==> src/arm_alu_multiply_branch_execute_defines.svh <==
// ----------------------------------------------------------------------------
// Assertion macros for the ARM execute block
// Shared property forms; each use expects clk and rst_n in scope.
// ----------------------------------------------------------------------------
`ifndef ARM_ALU_MULTIPLY_BRANCH_EXECUTE_DEFINES_SVH
`define ARM_ALU_MULTIPLY_BRANCH_EXECUTE_DEFINES_SVH

// Same-cycle implication, checked out of reset.
`define AMABE_ASSERT_IMPL(lbl, ante, cons, msg) \
  lbl: assert property (@(posedge clk) disable iff (!rst_n) (ante) |-> (cons)) \
    else $error(msg);

// Next-cycle implication, checked out of reset.
`define AMABE_ASSERT_NEXT(lbl, ante, cons, msg) \
  lbl: assert property (@(posedge clk) disable iff (!rst_n) (ante) |=> (cons)) \
    else $error(msg);

`endif

==> src/amabe_pkg.sv <==
// ----------------------------------------------------------------------------
// amabe_pkg
// Types, codes and decode helpers of the ARM execute block.
// ----------------------------------------------------------------------------
package amabe_pkg;

  typedef enum logic [2:0] {
    CLS_OTHER, CLS_DP, CLS_MUL, CLS_MULL, CLS_BRANCH
  } cls_t;

  typedef struct packed {
    logic [31:0] word;
    cls_t        cls;
  } qitem_t;

  typedef struct packed {
    logic        extra_cycle;
    logic        flush;
    logic [3:0]  flags_out;
    logic [31:0] wr_b_value;
    logic [3:0]  wr_b_index;
    logic        wr_b_en;
    logic [31:0] wr_a_value;
    logic [3:0]  wr_a_index;
    logic        wr_a_en;
    logic        handled;
    logic        cond_passed;
  } res_t;

  localparam int unsigned FL_N = 3;
  localparam int unsigned FL_Z = 2;
  localparam int unsigned FL_C = 1;
  localparam int unsigned FL_V = 0;

  localparam logic [3:0] COND_EQ = 4'd0;
  localparam logic [3:0] COND_NE = 4'd1;
  localparam logic [3:0] COND_CS = 4'd2;
  localparam logic [3:0] COND_CC = 4'd3;
  localparam logic [3:0] COND_MI = 4'd4;
  localparam logic [3:0] COND_PL = 4'd5;
  localparam logic [3:0] COND_VS = 4'd6;
  localparam logic [3:0] COND_VC = 4'd7;
  localparam logic [3:0] COND_HI = 4'd8;
  localparam logic [3:0] COND_LS = 4'd9;
  localparam logic [3:0] COND_GE = 4'd10;
  localparam logic [3:0] COND_LT = 4'd11;
  localparam logic [3:0] COND_GT = 4'd12;
  localparam logic [3:0] COND_LE = 4'd13;
  localparam logic [3:0] COND_AL = 4'd14;

  localparam logic [3:0] OP_AND = 4'd0;
  localparam logic [3:0] OP_EOR = 4'd1;
  localparam logic [3:0] OP_SUB = 4'd2;
  localparam logic [3:0] OP_RSB = 4'd3;
  localparam logic [3:0] OP_ADD = 4'd4;
  localparam logic [3:0] OP_ADC = 4'd5;
  localparam logic [3:0] OP_SBC = 4'd6;
  localparam logic [3:0] OP_RSC = 4'd7;
  localparam logic [3:0] OP_TST = 4'd8;
  localparam logic [3:0] OP_TEQ = 4'd9;
  localparam logic [3:0] OP_CMP = 4'd10;
  localparam logic [3:0] OP_CMN = 4'd11;
  localparam logic [3:0] OP_ORR = 4'd12;
  localparam logic [3:0] OP_MOV = 4'd13;
  localparam logic [3:0] OP_BIC = 4'd14;
  localparam logic [3:0] OP_MVN = 4'd15;

  localparam logic [1:0] SH_LSL = 2'd0;
  localparam logic [1:0] SH_LSR = 2'd1;
  localparam logic [1:0] SH_ASR = 2'd2;
  localparam logic [1:0] SH_ROR = 2'd3;

  localparam logic [3:0] REG_LR = 4'd14;
  localparam logic [3:0] REG_PC = 4'd15;

  function automatic cls_t classify(logic [31:0] w);
    cls_t        c;
    logic [27:0] op;
    op = w[27:0];
    c  = CLS_OTHER;
    case (op[27:26])
      2'b00: begin
        if (!op[25] && (op & 28'hFF00FF0) == 28'h1200F10) c = CLS_OTHER;
        else if (!op[25] && (op & 28'h10000F0) == 28'h0000090)
          c = op[23] ? CLS_MULL : CLS_MUL;
        else if (!op[25] && (op & 28'h10000F0) == 28'h1000090) c = CLS_OTHER;
        else if (!op[25] && (op & 28'h04000F0) == 28'h00000B0) c = CLS_OTHER;
        else if (!op[25] && (op & 28'h04000F0) == 28'h04000B0) c = CLS_OTHER;
        else if (!op[25] && (op & 28'h00000D0) == 28'h00000D0) c = CLS_OTHER;
        else if (!op[20] && op[24:23] == 2'b10) c = CLS_OTHER;
        else c = CLS_DP;
      end
      2'b10:   c = op[25] ? CLS_BRANCH : CLS_OTHER;
      default: c = CLS_OTHER;
    endcase
    return c;
  endfunction

  function automatic logic cond_ok(logic [3:0] cond, logic [3:0] f);
    logic n, z, c, v, r;
    n = f[FL_N];
    z = f[FL_Z];
    c = f[FL_C];
    v = f[FL_V];
    case (cond)
      COND_EQ: r = z;
      COND_NE: r = !z;
      COND_CS: r = c;
      COND_CC: r = !c;
      COND_MI: r = n;
      COND_PL: r = !n;
      COND_VS: r = v;
      COND_VC: r = !v;
      COND_HI: r = c && !z;
      COND_LS: r = !c || z;
      COND_GE: r = (n == v);
      COND_LT: r = (n != v);
      COND_GT: r = !z && (n == v);
      COND_LE: r = z || (n != v);
      COND_AL: r = 1'b1;
      default: r = 1'b0;
    endcase
    return r;
  endfunction

  // Returns {carry_out, result}.
  function automatic logic [32:0] barrel(logic [31:0] v, logic [1:0] typ,
                                         logic [7:0] amt, logic by_reg,
                                         logic cin);
    logic [63:0] wide;
    logic [32:0] ext;
    logic [31:0] r;
    logic        co;
    wide = '0;
    ext  = '0;
    r    = v;
    co   = cin;
    case (typ)
      SH_LSL: begin
        wide = {32'd0, v} << amt[4:0];
        if (amt == 8'd0) begin
          r = v; co = cin;
        end else if (amt < 8'd32) begin
          r = wide[31:0]; co = wide[32];
        end else begin
          r = '0; co = (amt == 8'd32) ? v[0] : 1'b0;
        end
      end
      SH_LSR: begin
        ext = {v, 1'b0} >> amt[4:0];
        if (by_reg && amt == 8'd0) begin
          r = v; co = cin;
        end else if (!by_reg && amt == 8'd0) begin
          r = '0; co = v[31];
        end else if (amt < 8'd32) begin
          r = ext[32:1]; co = ext[0];
        end else begin
          r = '0; co = (amt == 8'd32) ? v[31] : 1'b0;
        end
      end
      SH_ASR: begin
        ext = 33'($signed({v, 1'b0}) >>> amt[4:0]);
        if (by_reg && amt == 8'd0) begin
          r = v; co = cin;
        end else if (amt != 8'd0 && amt < 8'd32) begin
          r = ext[32:1]; co = ext[0];
        end else begin
          r = {32{v[31]}}; co = v[31];
        end
      end
      default: begin
        wide = {v, v} >> amt[4:0];
        if (!by_reg && amt == 8'd0) begin
          r = {cin, v[31:1]}; co = v[0];
        end else if (amt == 8'd0) begin
          r = v; co = cin;
        end else begin
          r = wide[31:0]; co = wide[31];
        end
      end
    endcase
    return {co, r};
  endfunction

endpackage

==> src/amabe_front.sv <==
// ----------------------------------------------------------------------------
// amabe_front
// Accepts instruction words, classifies them and holds them in a
// two-entry queue for the execute side.
// ----------------------------------------------------------------------------
module amabe_front (
  input  logic                 clk,
  input  logic                 rst_n,
  input  logic                 in_valid,
  output logic                 in_ready,
  input  logic [31:0]          in_word,
  output logic                 q_valid,
  output amabe_pkg::qitem_t    q_item,
  input  logic                 q_pop
);
  import amabe_pkg::*;

  qitem_t     mem_r [2];
  logic       wr_ptr_r, wr_ptr_nxt;
  logic       rd_ptr_r, rd_ptr_nxt;
  logic [1:0] cnt_r, cnt_nxt;
  logic       push;

  assign in_ready = (cnt_r != 2'd2);
  assign push     = in_valid && in_ready;
  assign q_valid  = (cnt_r != 2'd0);
  assign q_item   = mem_r[rd_ptr_r];

  always_comb begin
    wr_ptr_nxt = push  ? !wr_ptr_r : wr_ptr_r;
    rd_ptr_nxt = q_pop ? !rd_ptr_r : rd_ptr_r;
    cnt_nxt    = cnt_r + {1'b0, push} - {1'b0, q_pop};
  end

  always_ff @(posedge clk) begin
    if (!rst_n) begin
      wr_ptr_r <= 1'b0;
      rd_ptr_r <= 1'b0;
      cnt_r    <= 2'd0;
    end else begin
      wr_ptr_r <= wr_ptr_nxt;
      rd_ptr_r <= rd_ptr_nxt;
      cnt_r    <= cnt_nxt;
    end
  end

  always_ff @(posedge clk) begin
    if (push) begin
      mem_r[wr_ptr_r] <= '{word: in_word, cls: classify(in_word)};
    end
  end

endmodule

==> config.mk <==
export PLATFORM = sky130hd
export DESIGN_NAME = amabe_front
export DESIGN_NICKNAME = d
export VERILOG_FILES = /design/src/arm_alu_multiply_branch_execute_defines.svh /design/src/amabe_pkg.sv /design/src/amabe_front.sv
export SDC_FILE = /design/constraint.sdc
export NUM_CORES = 1
export LEC_CHECK = 0
export BUFFER_PORTS_ARGS = -buffer_cell sky130_fd_sc_hd__buf_2
export CORE_MARGIN = 2
export CORE_UTILIZATION = 47
export CTS_CLUSTER_SIZE = 8
export DETAILED_ROUTE_END_ITERATION = 6
export PLACE_DENSITY = 0.75
export SYNTH_ARGS = -nofsm -noshare
export SYNTH_HDL_FRONTEND = slang
export SYNTH_SLANG_ARGS = --single-unit
==> constraint.sdc <==
create_clock -name clk -period 1.7 [get_ports clk]
set_input_delay 0.085 -clock clk [delete_from_list [all_inputs] [get_ports clk]]
set_output_delay 0.085 -clock clk [all_outputs]
set_load 0.02 [all_outputs]
# [Yosys cells after proc, flatten, opt, wreduce, memory -nomap -nowiden]
# Memories as Yosys holds them, arrays and structs flattened. A register that Yosys moved wholly into a read port is not among the register bits.
# Cells that the tools add are included.
[totals] elab_cells=44 reg_bits=4 mem_count=1 ramBits=70 output_inout_bits=37
[classes] addsub=2 mux=15 eq_ne=9 n_reduce_logical=14
[memory_table] name="mem_r" words=2 width=35 read_ports=1 rd_ports_with_merged_regs=1 write_ports=1 line="amabe_front.sv:18" text="qitem_t mem_r [2];"
[op_table] cell="16-bit by 13-bit == test with 1-bit output, second input constant" n=1
[op_table] cell="5-bit by 4-bit == test with 1-bit output, second input constant" n=2
[op_table] cell="5-bit == test, second input constant" n=2
[op_table] cell="1-bit two-way mux" n=10
[op_table] cell="3-bit two-way mux" n=3
[op_table] cell="1-bit logical AND" n=8
[op_table] cell="3-bit one-hot mux with 2 select lines" n=1
[op_table] cell="2-bit == test, second input constant" n=2
[op_table] cell="1-bit zero test" n=4
[op_table] cell="3-bit == test, second input constant" n=1
[op_table] cell="2-bit by 1-bit adder with 2-bit output" n=1
[op_table] cell="2-bit zero test" n=1
[op_table] cell="2-bit two-way mux" n=1
[op_table] cell="2-bit inequality test, second input constant" n=1
[op_table] cell="2-bit nonzero test" n=1
[op_table] cell="2-bit by 1-bit subtractor with 2-bit output" n=1

# [Depth between registers and ports, before layout]
# Gate-level depths: netlist of the first run.
[logic_depth] word_depth=11 ltp_mapped=8 ltp_nobuf=8

# [Least setup slack after synthesis of the first run]
# Ideal clock, no wire load.
[synth_path] path_type="reg-to-reg" startpoint="reg cnt_r[0]" endpoint="mem mem_r[1][0] (netlist name) (enable)" period_less_slack_ns=1.961 path_stages_with_launch=3 t_arrival_ns=1.566 setup_time_ns=0.396 setup_slack_ns=-0.261 path_cell_list="dfxtp_1 nand2b_1 and3_1"
[synth_via] elab_chain_len=4
[synth_rtl] element="start, declared" line="amabe_front.sv:21" text="logic [1:0] cnt_r, cnt_nxt;"
[synth_rtl] element="start signal, assigned" line="amabe_front.sv:43" text="cnt_r <= cnt_nxt;"
[synth_rtl] element="2-bit inequality test" line="amabe_front.sv:24" text="assign in_ready = (cnt_r != 2'd2);"
[synth_rtl] element="net in_ready" line="amabe_front.sv:10" text="output logic in_ready,"
[synth_rtl] element="1-bit logical AND" line="amabe_front.sv:25" text="assign push = in_valid && in_ready;"
[synth_rtl] element="1-bit two-way mux" line="amabe_front.sv:48" text="if (push) begin"
[synth_rtl] element="1-bit two-way mux (not written as such)" line="amabe_front.sv:49" text="mem_r[wr_ptr_r] <= '{word: in_word, cls: classify(in_word)};"
[synth_rtl] element="end, declared" line="amabe_front.sv:18"
# The timed path passes the listed nets, and every way through them passes these cells.

# [Worst setup path in the final report of the first run]
[layout_path] startpoint="reg cnt_r[0]" endpoint="reg cnt_r[1]"
[layout_via] elab_chain_len=4
[layout_rtl] element="2-bit inequality test" line="amabe_front.sv:24"
[layout_rtl] element="1-bit logical AND" line="amabe_front.sv:25"
[layout_rtl] element="2-bit by 1-bit adder with 2-bit output (*)" line="amabe_front.sv:32" text="cnt_nxt = cnt_r + {1'b0, push} - {1'b0, q_pop};"
[layout_rtl] element="2-bit by 1-bit subtractor with 2-bit output (*)" line="amabe_front.sv:32"
# Mark *: on every way between the ends. The rest lies on a longest branch, timed or not.
# A chain may end at the register's enable or synchronous reset.

==> flow_summary.toml, run 1 <==
[pwr]
total_leakage_power_nw = 1.43
powerDensity_nw_per_um2 = 1120
worst_ir_drop_vdd_v = 0.000620

[timing]
rsz_0062_raised_after_global_routing = "false"
final.min_clock_period_ns = 1.55
report.final.hold_viol_count = 0
setup-tns-final_ns = 0
achievable-frequency_mhz = 646
layout_worst_path_cycle_share = 0.910
timing.max_slew.rel_slack = 0.707
tightestPinTransition_ns = 0.438
finalMaxSlewViolations = 0
report.final.setup_viol = 0
skew_ns = 0.00578
worst_slack_ns = 0.153

[logic_synthesis]
synth_largest_type_area_fraction = 0.750
synth_most_common_cell = "sky130_fd_sc_hd__edfxtp_1"
synth_top_flop_cell = "sky130_fd_sc_hd__edfxtp_1"
syn-instance-count = 142
dominant_combinational_cell_family_by_area_after_synthesis = "multiplexers"
synth.top_cells.by_area = "sky130_fd_sc_hd__edfxtp_1 (75%), sky130_fd_sc_hd__mux2_2 (14%), sky130_fd_sc_hd__dfxtp_1 (3.6%)"
synth-xor-area-share = 0.00625
synth-adder-area-share = 0.00892
yosys.cell_types.count = 22
ys_top_cells_by_count = "sky130_fd_sc_hd__edfxtp_1 (70), sky130_fd_sc_hd__mux2_2 (35), sky130_fd_sc_hd__dfxtp_1 (5), sky130_fd_sc_hd__nor2_1 (5)"
asyncSetResetFlopFracSynth = 0
synth.net_count = 180
post_synth_mux_area_share = 0.141
synth_sequential_area_ratio = 0.785
synth.ff_latch_count = 75
synth-simple-area-share = 0.0344
synth_compound_area_frac = 0.0107
synth_largest_area_cell = "sky130_fd_sc_hd__edfxtp_1"
synthesis.area_um2 = 2800
number_of_flops_mapped_to_enable_cells_by_yosys = 70
yosysWarnings = 0
mean_area_per_synthesized_cell_um2 = 19.7

[clock_network]
clock_insertion_delay_worst_skew_ns = 0.33
htreeDepth = 3
clock_buffer_depth = 2
tritoncts = "done"
cts_root_buf = "sky130_fd_sc_hd__clkbuf_8"
clock_sinks = 75
worst_setup_hold_path_clk_slew_ns = 0.08
cts_setup_buffers = 0
cts-buffers-inserted = 9

[global_route]
grt-ovfl-total = 0
grt_pass1_vias = 1593
pin_count_of_the_biggest_net_entering_global_routing = 36
grt_pass1_wl_mm = 7.52
grt_antenna_before_repair = 0
globalRouteTotalUtil = 0.160

[route]
avgRoutedWirePerCell_um = 14.7
drt.antenna.violating_nets = 0
detail_route.drc_violations = 0
route.detailed.vias_per_inst = 4.79
wire_length_after_detailed_routing_mm = 4.97
detailedRoute.firstPassIterationCount = 4
drt_iter0_drc = 81
vias = 1615

[min_path]
hold_path.class = "in -> reg"

[run]
maxCapViolations = 0

[worst_setup_path]
critPathMaxFanout = 5
cp_data_required_time_ns = 1.97
arrival_ns = 1.81
setup_cp_type = "reg -> reg"
crit_end_element = "flop"
timing.critical_path.from_type = "flop"

[floorplanning]
floorplan.core_area_um2 = 5850
die_width_um = 81.2
initial_core_util = 0.479
floorplan.die_area_um2 = 6600
num_io_pins = 73
die_height_um = 81.2
rows = 28

[layout]
area_growth_pct = 36.0
num-nets-final = 295
n_antenna_cell = 0
postLayoutCellArea_um2 = 3810
layout-drive-gt1-share = 0.508

[place]
portBuffers = 72
placed_cell_area_um2 = 3300
globalplace.congestion = 0.699
detailed_place_hpwl_mm = 3.08
worst_setup_slack_after_placement_ns = 0.107

[outcome]
run_status = "finished clean"
through the flow:
stage,std cells,hold slack [ns],util,power (W)
6_report,337,0.0410,0.652,0.00428
3_3_place_gp,288,0.275,0.564,0.00305
3_5_place_dp,288,0.278,0.564,0.00307
2_1_floorplan,142,0.184,-,0.00279
4_1_cts,337,0.0219,0.650,0.00432
5_1_grt,337,0.0583,0.652,0.00448
state kept, by name, summed over array words and instances (netlist names), named ones only:
| name | flops |
|---|---|
| mem_r | 70 |
| cnt_r | 2 |
| rd_ptr_r | 1 |
| wr_ptr_r | 1 |
cell type report:
class                           instances  area (um2)
Clock buffer                            9         124
Clock inverter                          7        53.8
Fill cell                             398        2040
Inverter                                3        15.0
Multi-Input combinational cell         60         572
Sequential cell                        75        2200
Tap cell                               75        93.8
Timing Repair Buffer                  108         751
cell usage in the layout (no fill, tap or decap):
cell,n
sky130_fd_sc_hd__a21bo_2,1
sky130_fd_sc_hd__buf_12,3
sky130_fd_sc_hd__nor4b_1,1
sky130_fd_sc_hd__buf_2,72
sky130_fd_sc_hd__clkbuf_8,9
sky130_fd_sc_hd__xnor2_1,1
sky130_fd_sc_hd__dfxtp_2,1
sky130_fd_sc_hd__dfxtp_1,4
sky130_fd_sc_hd__nor3_2,1
sky130_fd_sc_hd__nand3b_1,2
sky130_fd_sc_hd__clkinvlp_4,7
sky130_fd_sc_hd__dlygate4sd3_1,33
sky130_fd_sc_hd__edfxtp_1,70
sky130_fd_sc_hd__inv_6,1
sky130_fd_sc_hd__nor2_1,5
sky130_fd_sc_hd__inv_1,2
sky130_fd_sc_hd__ha_1,2
sky130_fd_sc_hd__nand2_1,2
sky130_fd_sc_hd__nand2b_4,1
sky130_fd_sc_hd__a21oi_1,2
sky130_fd_sc_hd__and2_1,2
sky130_fd_sc_hd__nor3_1,1
sky130_fd_sc_hd__xor2_1,1
sky130_fd_sc_hd__or2_2,1
sky130_fd_sc_hd__and3_2,1
sky130_fd_sc_hd__a2111oi_1,1
sky130_fd_sc_hd__mux2_2,35
timing repair:
item,4_1_cts,5_1_grt
endpoints found under the setup margin,0,1
hold buffers,33,0
hold endpoints to repair,65,0
gates resized for setup,0,1
power by group:
| group | leakage, nW | internal (W) | switching [W] |
|---|---|---|---|
| logic | 0.664 | 0.000360 | 0.000457 |
| clock network | 0.0701 | 0.000532 | 0.000659 |
| registers | 0.695 | 0.00222 | 0.0000457 |
| total | 1.43 | 0.00312 | 0.00116 |
worst max-delay path, cell delays in order (launching register included):
cell	delay [ns]
sky130_fd_sc_hd__dfxtp_1	0.36
sky130_fd_sc_hd__nand2b_4	0.16
sky130_fd_sc_hd__nand2_1	0.06
sky130_fd_sc_hd__ha_1	0.26
sky130_fd_sc_hd__inv_1	0.04
sky130_fd_sc_hd__ha_1	0.18
sky130_fd_sc_hd__xor2_1	0.15
sky130_fd_sc_hd__and2_1	0.16
sky130_fd_sc_hd__nor3_1	0.11
path summary, 6_finish.rpt:
check        depth (start not counted)  slack [ns]     start        to
min                                  3        0.04     q_pop      flop
max reg2reg                          8        0.15  cnt_r[0]  cnt_r[1]
min reg2reg                          2        0.53  rd_ptr_r      flop
max                                  8        0.15  cnt_r[0]  cnt_r[1]
cells by family (layout without fill, tap and decap cells):
family,Yosys count,in the layout
buffers and inverters,7,127
DFF,75,75
muxes,35,35
adders and majority gates,2,2
xor gates and xnor gates,2,2
AOI/OAI and AO/OA,4,4
and+or+nand+nor,17,17
per-layer routing:
layer / wire length, um / vias up / part of all wire / global-route usage
li1: - / 779 / - / -
met1: 2190 / 776 / 0.44 / 0.196
met2: 2460 / 51 / 0.50 / 0.257
met3: 264 / 9 / 0.053 / 0.0344
met4: 52 / 0 / 0.010 / 0.100
met5: 0 / - / 0 / 0
Power figures use the tool's default switching activity.
==> run 2, diff against run 1 <==
==> constraint.sdc (replaced) <==
create_clock -name clk -period 1.2 [get_ports clk]
set_input_delay 0.06 -clock clk [delete_from_list [all_inputs] [get_ports clk]]
set_output_delay 0.06 -clock clk [all_outputs]
set_load 0.02 [all_outputs]
==> flow_summary.toml, run 2 (same netlist as run 1, synthesis figures left out) <==
[place]
portBuffers = 72
post-place-cells = 298
globalplace.congestion = 0.684
worst_setup_slack_after_placement_ns = -0.325
detailed_place_hpwl_mm = 3.24

[floorplanning]
die_width_um = 81.2
rows = 28
num_io_pins = 73
die_height_um = 81.2
floorplan.die_area_um2 = 6600
floorplan.core_area_um2 = 5850
initial_core_util = 0.479

[global_route]
pin_count_of_the_biggest_net_entering_global_routing = 17
grt_pass1_wl_mm = 8.70
grt-ovfl-total = 0
grt_pass1_vias = 1830
globalRouteTotalUtil = 0.188
grt_antenna_before_repair = 0

[worst_setup_path]
arrival_ns = 1.79
worst_path_max_delay_cell = "sky130_fd_sc_hd__dfxtp_2"
timing.critical_path.from_type = "flop"
critical-path-max-stage-delay_ns = 0.33
critPathMaxFanout = 2
crit_end_element = "flop"
setup_cp_type = "reg -> reg"
critical-path-top-cell-by-count = "sky130_fd_sc_hd__ha_4"
path_cells = "nand2b_4 -> nand2_4 -> ha_4 -> inv_2 -> ha_4 -> xor2_2 -> and2_4 -> nor3_2"
cp_data_required_time_ns = 1.46

[route]
detailedRoute.firstPassIterationCount = 4
highest_layer = "met4"
routedLengthMet1_mm = 2.42
route.detailed.vias_per_inst = 4.92
met3_length_um = 279
drt_iter0_drc = 76
met2RoutedLength_mm = 3.23
drt.antenna.violating_nets = 0
detail_route.drc_violations = 0
avgRoutedWirePerCell_um = 17.0
wire_length_after_detailed_routing_mm = 6.06
vias = 1756

[layout]
post_layout_nonfiller_instances = 357
regMostFlops = "mem_r"
area_growth_pct = 58.0
post-route-util = 0.757
largest_register_ff_count = 70
nFillCells = 339
num-nets-final = 315
most-common-layout-cells = "sky130_fd_sc_hd__edfxtp_1 (70), sky130_fd_sc_hd__buf_2 (58), sky130_fd_sc_hd__dlygate4sd3_1 (33)"
n_antenna_cell = 0
layout.cells.most_common = "sky130_fd_sc_hd__edfxtp_1"
reg.largest.list = "mem_r (70), cnt_r (2)"
layout-drive-gt1-share = 0.582

[pwr]
powerDensity_nw_per_um2 = 1690
worst_ir_drop_vdd_v = 0.000970
total_leakage_power_nw = 1.72

[timing]
setup-tns-final_ns = -22.81
tightestPinTransition_ns = 0.368
report.final.hold_viol_count = 0
rsz_0062_raised_after_global_routing = "true"
layout_worst_path_cycle_share = 1.27
finalMaxSlewViolations = 0
final.min_clock_period_ns = 1.53
skew_ns = 0.00515
worst_slack_ns = -0.327
report.final.setup_viol = 109
timing.max_slew.rel_slack = 0.751
achievable-frequency_mhz = 655

[clock_network]
cts-buffers-inserted = 9
cts_root_buf = "sky130_fd_sc_hd__clkbuf_8"
clock_sinks = 75
clock_buffer_depth = 2
htreeDepth = 3
worst_setup_hold_path_clk_slew_ns = 0.07
clock_insertion_delay_worst_skew_ns = 0.34
tritoncts = "done"

[outcome]
violations = "setup timing"
run_status = "complete, but fails checks"

[run]
maxCapViolations = 0

[min_path]
hold_path.class = "in -> reg"
[run 2: changes by cell type in the layout (fill, tap and decap cells not counted), moves of 4 or more]
| cell | change |
|---|---|
| sky130_fd_sc_hd__buf_16 | +5 |
| sky130_fd_sc_hd__buf_2 | -14 |
| sky130_fd_sc_hd__buf_4 | +5 |
| sky130_fd_sc_hd__buf_6 | +19 |
| sky130_fd_sc_hd__bufinv_16 | +4 |
| sky130_fd_sc_hd__clkinvlp_4 | -5 |
| sky130_fd_sc_hd__mux2_2 | -12 |
| sky130_fd_sc_hd__mux2_4 | +12 |
[run 2: final timing paths]
kind | endpoint | slack [ns] | depth (start not counted) | start
worst max-delay path | cnt_r[1] | -0.33 | 8 | cnt_r[0]
worst min-delay path | mem_r[0][27] | 0.04 | 2 | in_word[24]
worst max register to register | cnt_r[1] | -0.33 | 8 | cnt_r[0]
worst min register to register | rd_ptr_r | 0.52 | 2 | rd_ptr_r
[run 2: report_power, final]
part / total (W) / internal [W] / switching, W / leakage (nW)
combinational: 0.00176 / 0.000952 / 0.000807 / 0.902
sequential: 0.00324 / 0.00316 / 0.0000834 / 0.696
clock: 0.00249 / 0.00159 / 0.000905 / 0.127
total: 0.00749 / 0.00569 / 0.00180 / 1.72
[run 2: critical path: cells and delay by family, from the launching register on]
family | cells | cell delay (ns)
adder cells (fa/ha/maj) | 2 | 0.41
flip-flops | 1 | 0.33
XOR/XNOR | 1 | 0.17
AND/OR/NAND/NOR | 4 | 0.48
buffers and inverters | 1 | 0.04
[run 2: what timing repair did]
| item | CTS | global route |
|---|---|---|
| hold endpoints to repair | 65 | 0 |
| gates cloned | 6 | 0 |
| endpoints found under the setup margin | 108 | 112 |
| pin swaps | 5 | 5 |
| setup buffers | 6 | 1 |
| hold buffers | 33 | 0 |
| resized for setup | 28 | 49 |
[run 2: metal layers]
layer  vias to the layer above  track usage
met2                        52        0.325
met1                       867        0.211
met4                         0        0.112
met3                        13       0.0444
met5                         -            0
li1                        824            -
[run 2: area by class of cell]
| type | instances | area [um2] | share of cell area |
|---|---|---|---|
| repair buffers | 128 | 1160 | 0.262 |
| clock inverters | 7 | 140 | 0.0316 |
| multi-input cells | 60 | 688 | 0.155 |
| well taps | 75 | 93.8 | 0.0212 |
| flip-flops and latches | 75 | 2210 | 0.499 |
| clock buffers | 9 | 124 | 0.0280 |
| inverters | 3 | 15.0 | 0.00339 |
[run 2: stage by stage]
| stage | power (W) | hold WS, ns | instance area [um2] |
|---|---|---|---|
| final | 0.00749 | 0.0447 | 4430 |
| after global placement | 0.00443 | 0.249 | 3410 |
| after floorplan | 0.00396 | 0.159 | 2820 |
| after CTS | 0.00735 | 0.0155 | 4280 |
| after detailed placement | 0.00446 | 0.254 | 3410 |
| after global routing | 0.00778 | 0.0462 | 4430 |
==> run 3, diff against run 2 <==
--- a/config.mk
+++ b/config.mk
@@ -10,6 +10,7 @@
 export CORE_UTILIZATION = 47
 export CTS_CLUSTER_SIZE = 8
 export DETAILED_ROUTE_END_ITERATION = 6
+export HOLD_SLACK_MARGIN = 0.08
 export PLACE_DENSITY = 0.75
 export SYNTH_ARGS = -nofsm -noshare
 export SYNTH_HDL_FRONTEND = slang
==> flow_summary.toml, run 3 (same netlist as run 1, synthesis figures left out) <==
[outcome]
run_status = "complete, but fails checks"
violations = "setup timing"

[worst_setup_path]
r2r_cells = 8
critical-path-max-stage-delay_ns = 0.33
crit_end_element = "flop"
worst_path_max_delay_cell = "sky130_fd_sc_hd__dfxtp_2"
timing.critical_path.from_type = "flop"
setup_cp_type = "reg -> reg"
worstReg2RegStart = "cnt_r[0]"
crit_family = "simple AND/OR/NAND/NOR gates"
critPathMaxFanout = 2
arrival_ns = 1.78
cp.buffers_inverters = 1
r2r_path_end = "cnt_r[1]"
reg2reg_setup_slack_ns = -0.32
path_cells = "nand2b_4 -> nand2_4 -> ha_4 -> inv_2 -> ha_4 -> xor2_2 -> and2_4 -> nor3_2"
cp_data_required_time_ns = 1.46
critical-path-top-cell-by-count = "sky130_fd_sc_hd__ha_4"

[clock_network]
htreeDepth = 3
clock_insertion_delay_worst_skew_ns = 0.34
tritoncts = "done"
worst_setup_hold_path_clk_slew_ns = 0.07
cts_root_buf = "sky130_fd_sc_hd__clkbuf_8"
cts-buffers-inserted = 9
clock_buffer_depth = 2
clock_sinks = 75

[min_path]
min_delay_path_depth = 3
min_to = "mem_r[0][2]"
holdCritStartpoint = "in_word[25]"
hold_path.class = "in -> reg"

[global_route]
pin_count_of_the_biggest_net_entering_global_routing = 17
globalRouteTotalUtil = 0.189
grt_antenna_before_repair = 0
grt_pass1_vias = 1847
grt_pass1_wl_mm = 8.74
grt-ovfl-total = 0

[route]
detail_route.drc_violations = 0
drt.antenna.violating_nets = 0
drt_iter0_drc = 76
wire_length_after_detailed_routing_mm = 6.02
detailedRoute.firstPassIterationCount = 4
vias = 1756
avgRoutedWirePerCell_um = 16.8
route.detailed.vias_per_inst = 4.91

[place]
portBuffers = 72
post-place-cells = 298
detailed_place_hpwl_mm = 3.24
globalplace.congestion = 0.684
placed_cell_area_um2 = 3410

[pwr]
power.net_switching_w = 0.00179
share_comb_of_total_power = 0.234
powerDensity_nw_per_um2 = 1690
total_leakage_power_nw = 1.73
p_seq_frac = 0.433
design_power_total_w = 0.00748
internal-power_w = 0.00569
clkPwrFrac = 0.333
worst_ir_drop_vdd_v = 0.000969
power.share.switching = 0.239

[layout]
nFillCells = 339
area_growth_pct = 58.3
reg.largest.list = "mem_r (70), cnt_r (2)"
most-common-layout-cells = "sky130_fd_sc_hd__edfxtp_1 (70), sky130_fd_sc_hd__buf_2 (58), sky130_fd_sc_hd__dlygate4sd3_1 (34)"
postLayoutCellArea_um2 = 4440
layout-drive-gt1-share = 0.580
num-nets-final = 316
layout.cells.most_common = "sky130_fd_sc_hd__edfxtp_1"
post_layout_nonfiller_instances = 358
largest_register_ff_count = 70
regMostFlops = "mem_r"
n_antenna_cell = 0

[timing]
rsz_0062_raised_after_global_routing = "true"
finalMaxSlewViolations = 0
report.final.hold_viol_count = 0
tightestPinTransition_ns = 0.377
report.final.setup_viol = 109
achievable-frequency_mhz = 659
skew_ns = 0.00657
worst_slack_ns = -0.318
timing.max_slew.rel_slack = 0.745
layout_worst_path_cycle_share = 1.26
final.min_clock_period_ns = 1.52

[floorplanning]
floorplan.core_area_um2 = 5850
die_height_um = 81.2
num_io_pins = 73
floorplan.die_area_um2 = 6600
rows = 28
die_width_um = 81.2
initial_core_util = 0.479

[run]
maxCapViolations = 0
run 3: cell count changes in the layout (fill, tap and decap cells not counted), sizes merged:
cell | previous run | this run
dlygate4sd3 | 33 | 34
run 3: metal layers:
metal / global-route usage / part of all wire / wire length (um)
met3: 0.0444 / 0.043 / 256
met2: 0.327 / 0.53 / 3170
met1: 0.211 / 0.41 / 2440
met4: 0.112 / 0.025 / 153
met5: 0 / 0 / 0
run 3: worst register-to-register path: cells and delay by family (launching register included):
| family | cells | cell delay (ns) |
|---|---|---|
| fa+ha+maj | 2 | 0.41 |
| buf+inv | 1 | 0.04 |
| flops | 1 | 0.33 |
| xor+xnor | 1 | 0.17 |
| simple gates | 4 | 0.49 |
run 3: worst max path at each step:
| stage | start | endpoint | cells past startpoint |
|---|---|---|---|
| 5_1_grt | cnt_r[0] | cnt_r[1] | 8 |
| 2_1_floorplan | cnt_r[0] | mem_r[0][0] | 3 |
| 6_report | cnt_r[0] | cnt_r[1] | 8 |
| 4_1_cts | flop | q_item[27] | 3 |
| 3_5_place_dp | cnt_r[0] | cnt_r[1] | 8 |
| 3_3_place_gp | cnt_r[0] | cnt_r[1] | 8 |
run 3: what timing repair did:
action | in CTS | in global routing
hold buffers | 34 | 0
gates cloned | 6 | 0
pin swaps | 5 | 5
endpoints found under the setup margin | 108 | 112
hold endpoints to repair | 73 | 0
resized for setup | 28 | 49
setup buffers | 6 | 1
run 3: area by class of cell:
type | count | area [um2] | share of cell area
clock buffer | 9 | 124 | 0.0279
clock inverter | 7 | 140 | 0.0316
inverter | 3 | 15.0 | 0.00338
multi-input combinational | 60 | 688 | 0.155
sequential | 75 | 2210 | 0.497
tap | 75 | 93.8 | 0.0211
timing repair buffer | 129 | 1170 | 0.264
run 3: power groups by stage:
stage                     Combinational, W  Clock (W)  Sequential [W]
after floorplan                   0.000704          0         0.00326
after global placement             0.00116          0         0.00326
after detailed placement           0.00118          0         0.00328
after CTS                          0.00158    0.00254         0.00323
after global routing               0.00186    0.00265         0.00326
final                              0.00175    0.00249         0.00324
run 3: per-stage QoR:
step                setup slack, ns  TNS (ns)   util  hold WS [ns]
global placement             -0.216     -5.08  0.582         0.249
finish                       -0.318    -22.74  0.759         0.110
CTS                          -0.320    -21.89  0.733        0.0933
floorplan                    -0.323    -20.56      -         0.159
global route                 -0.361    -27.43  0.759         0.119
detailed placement           -0.325     -7.46  0.582         0.254
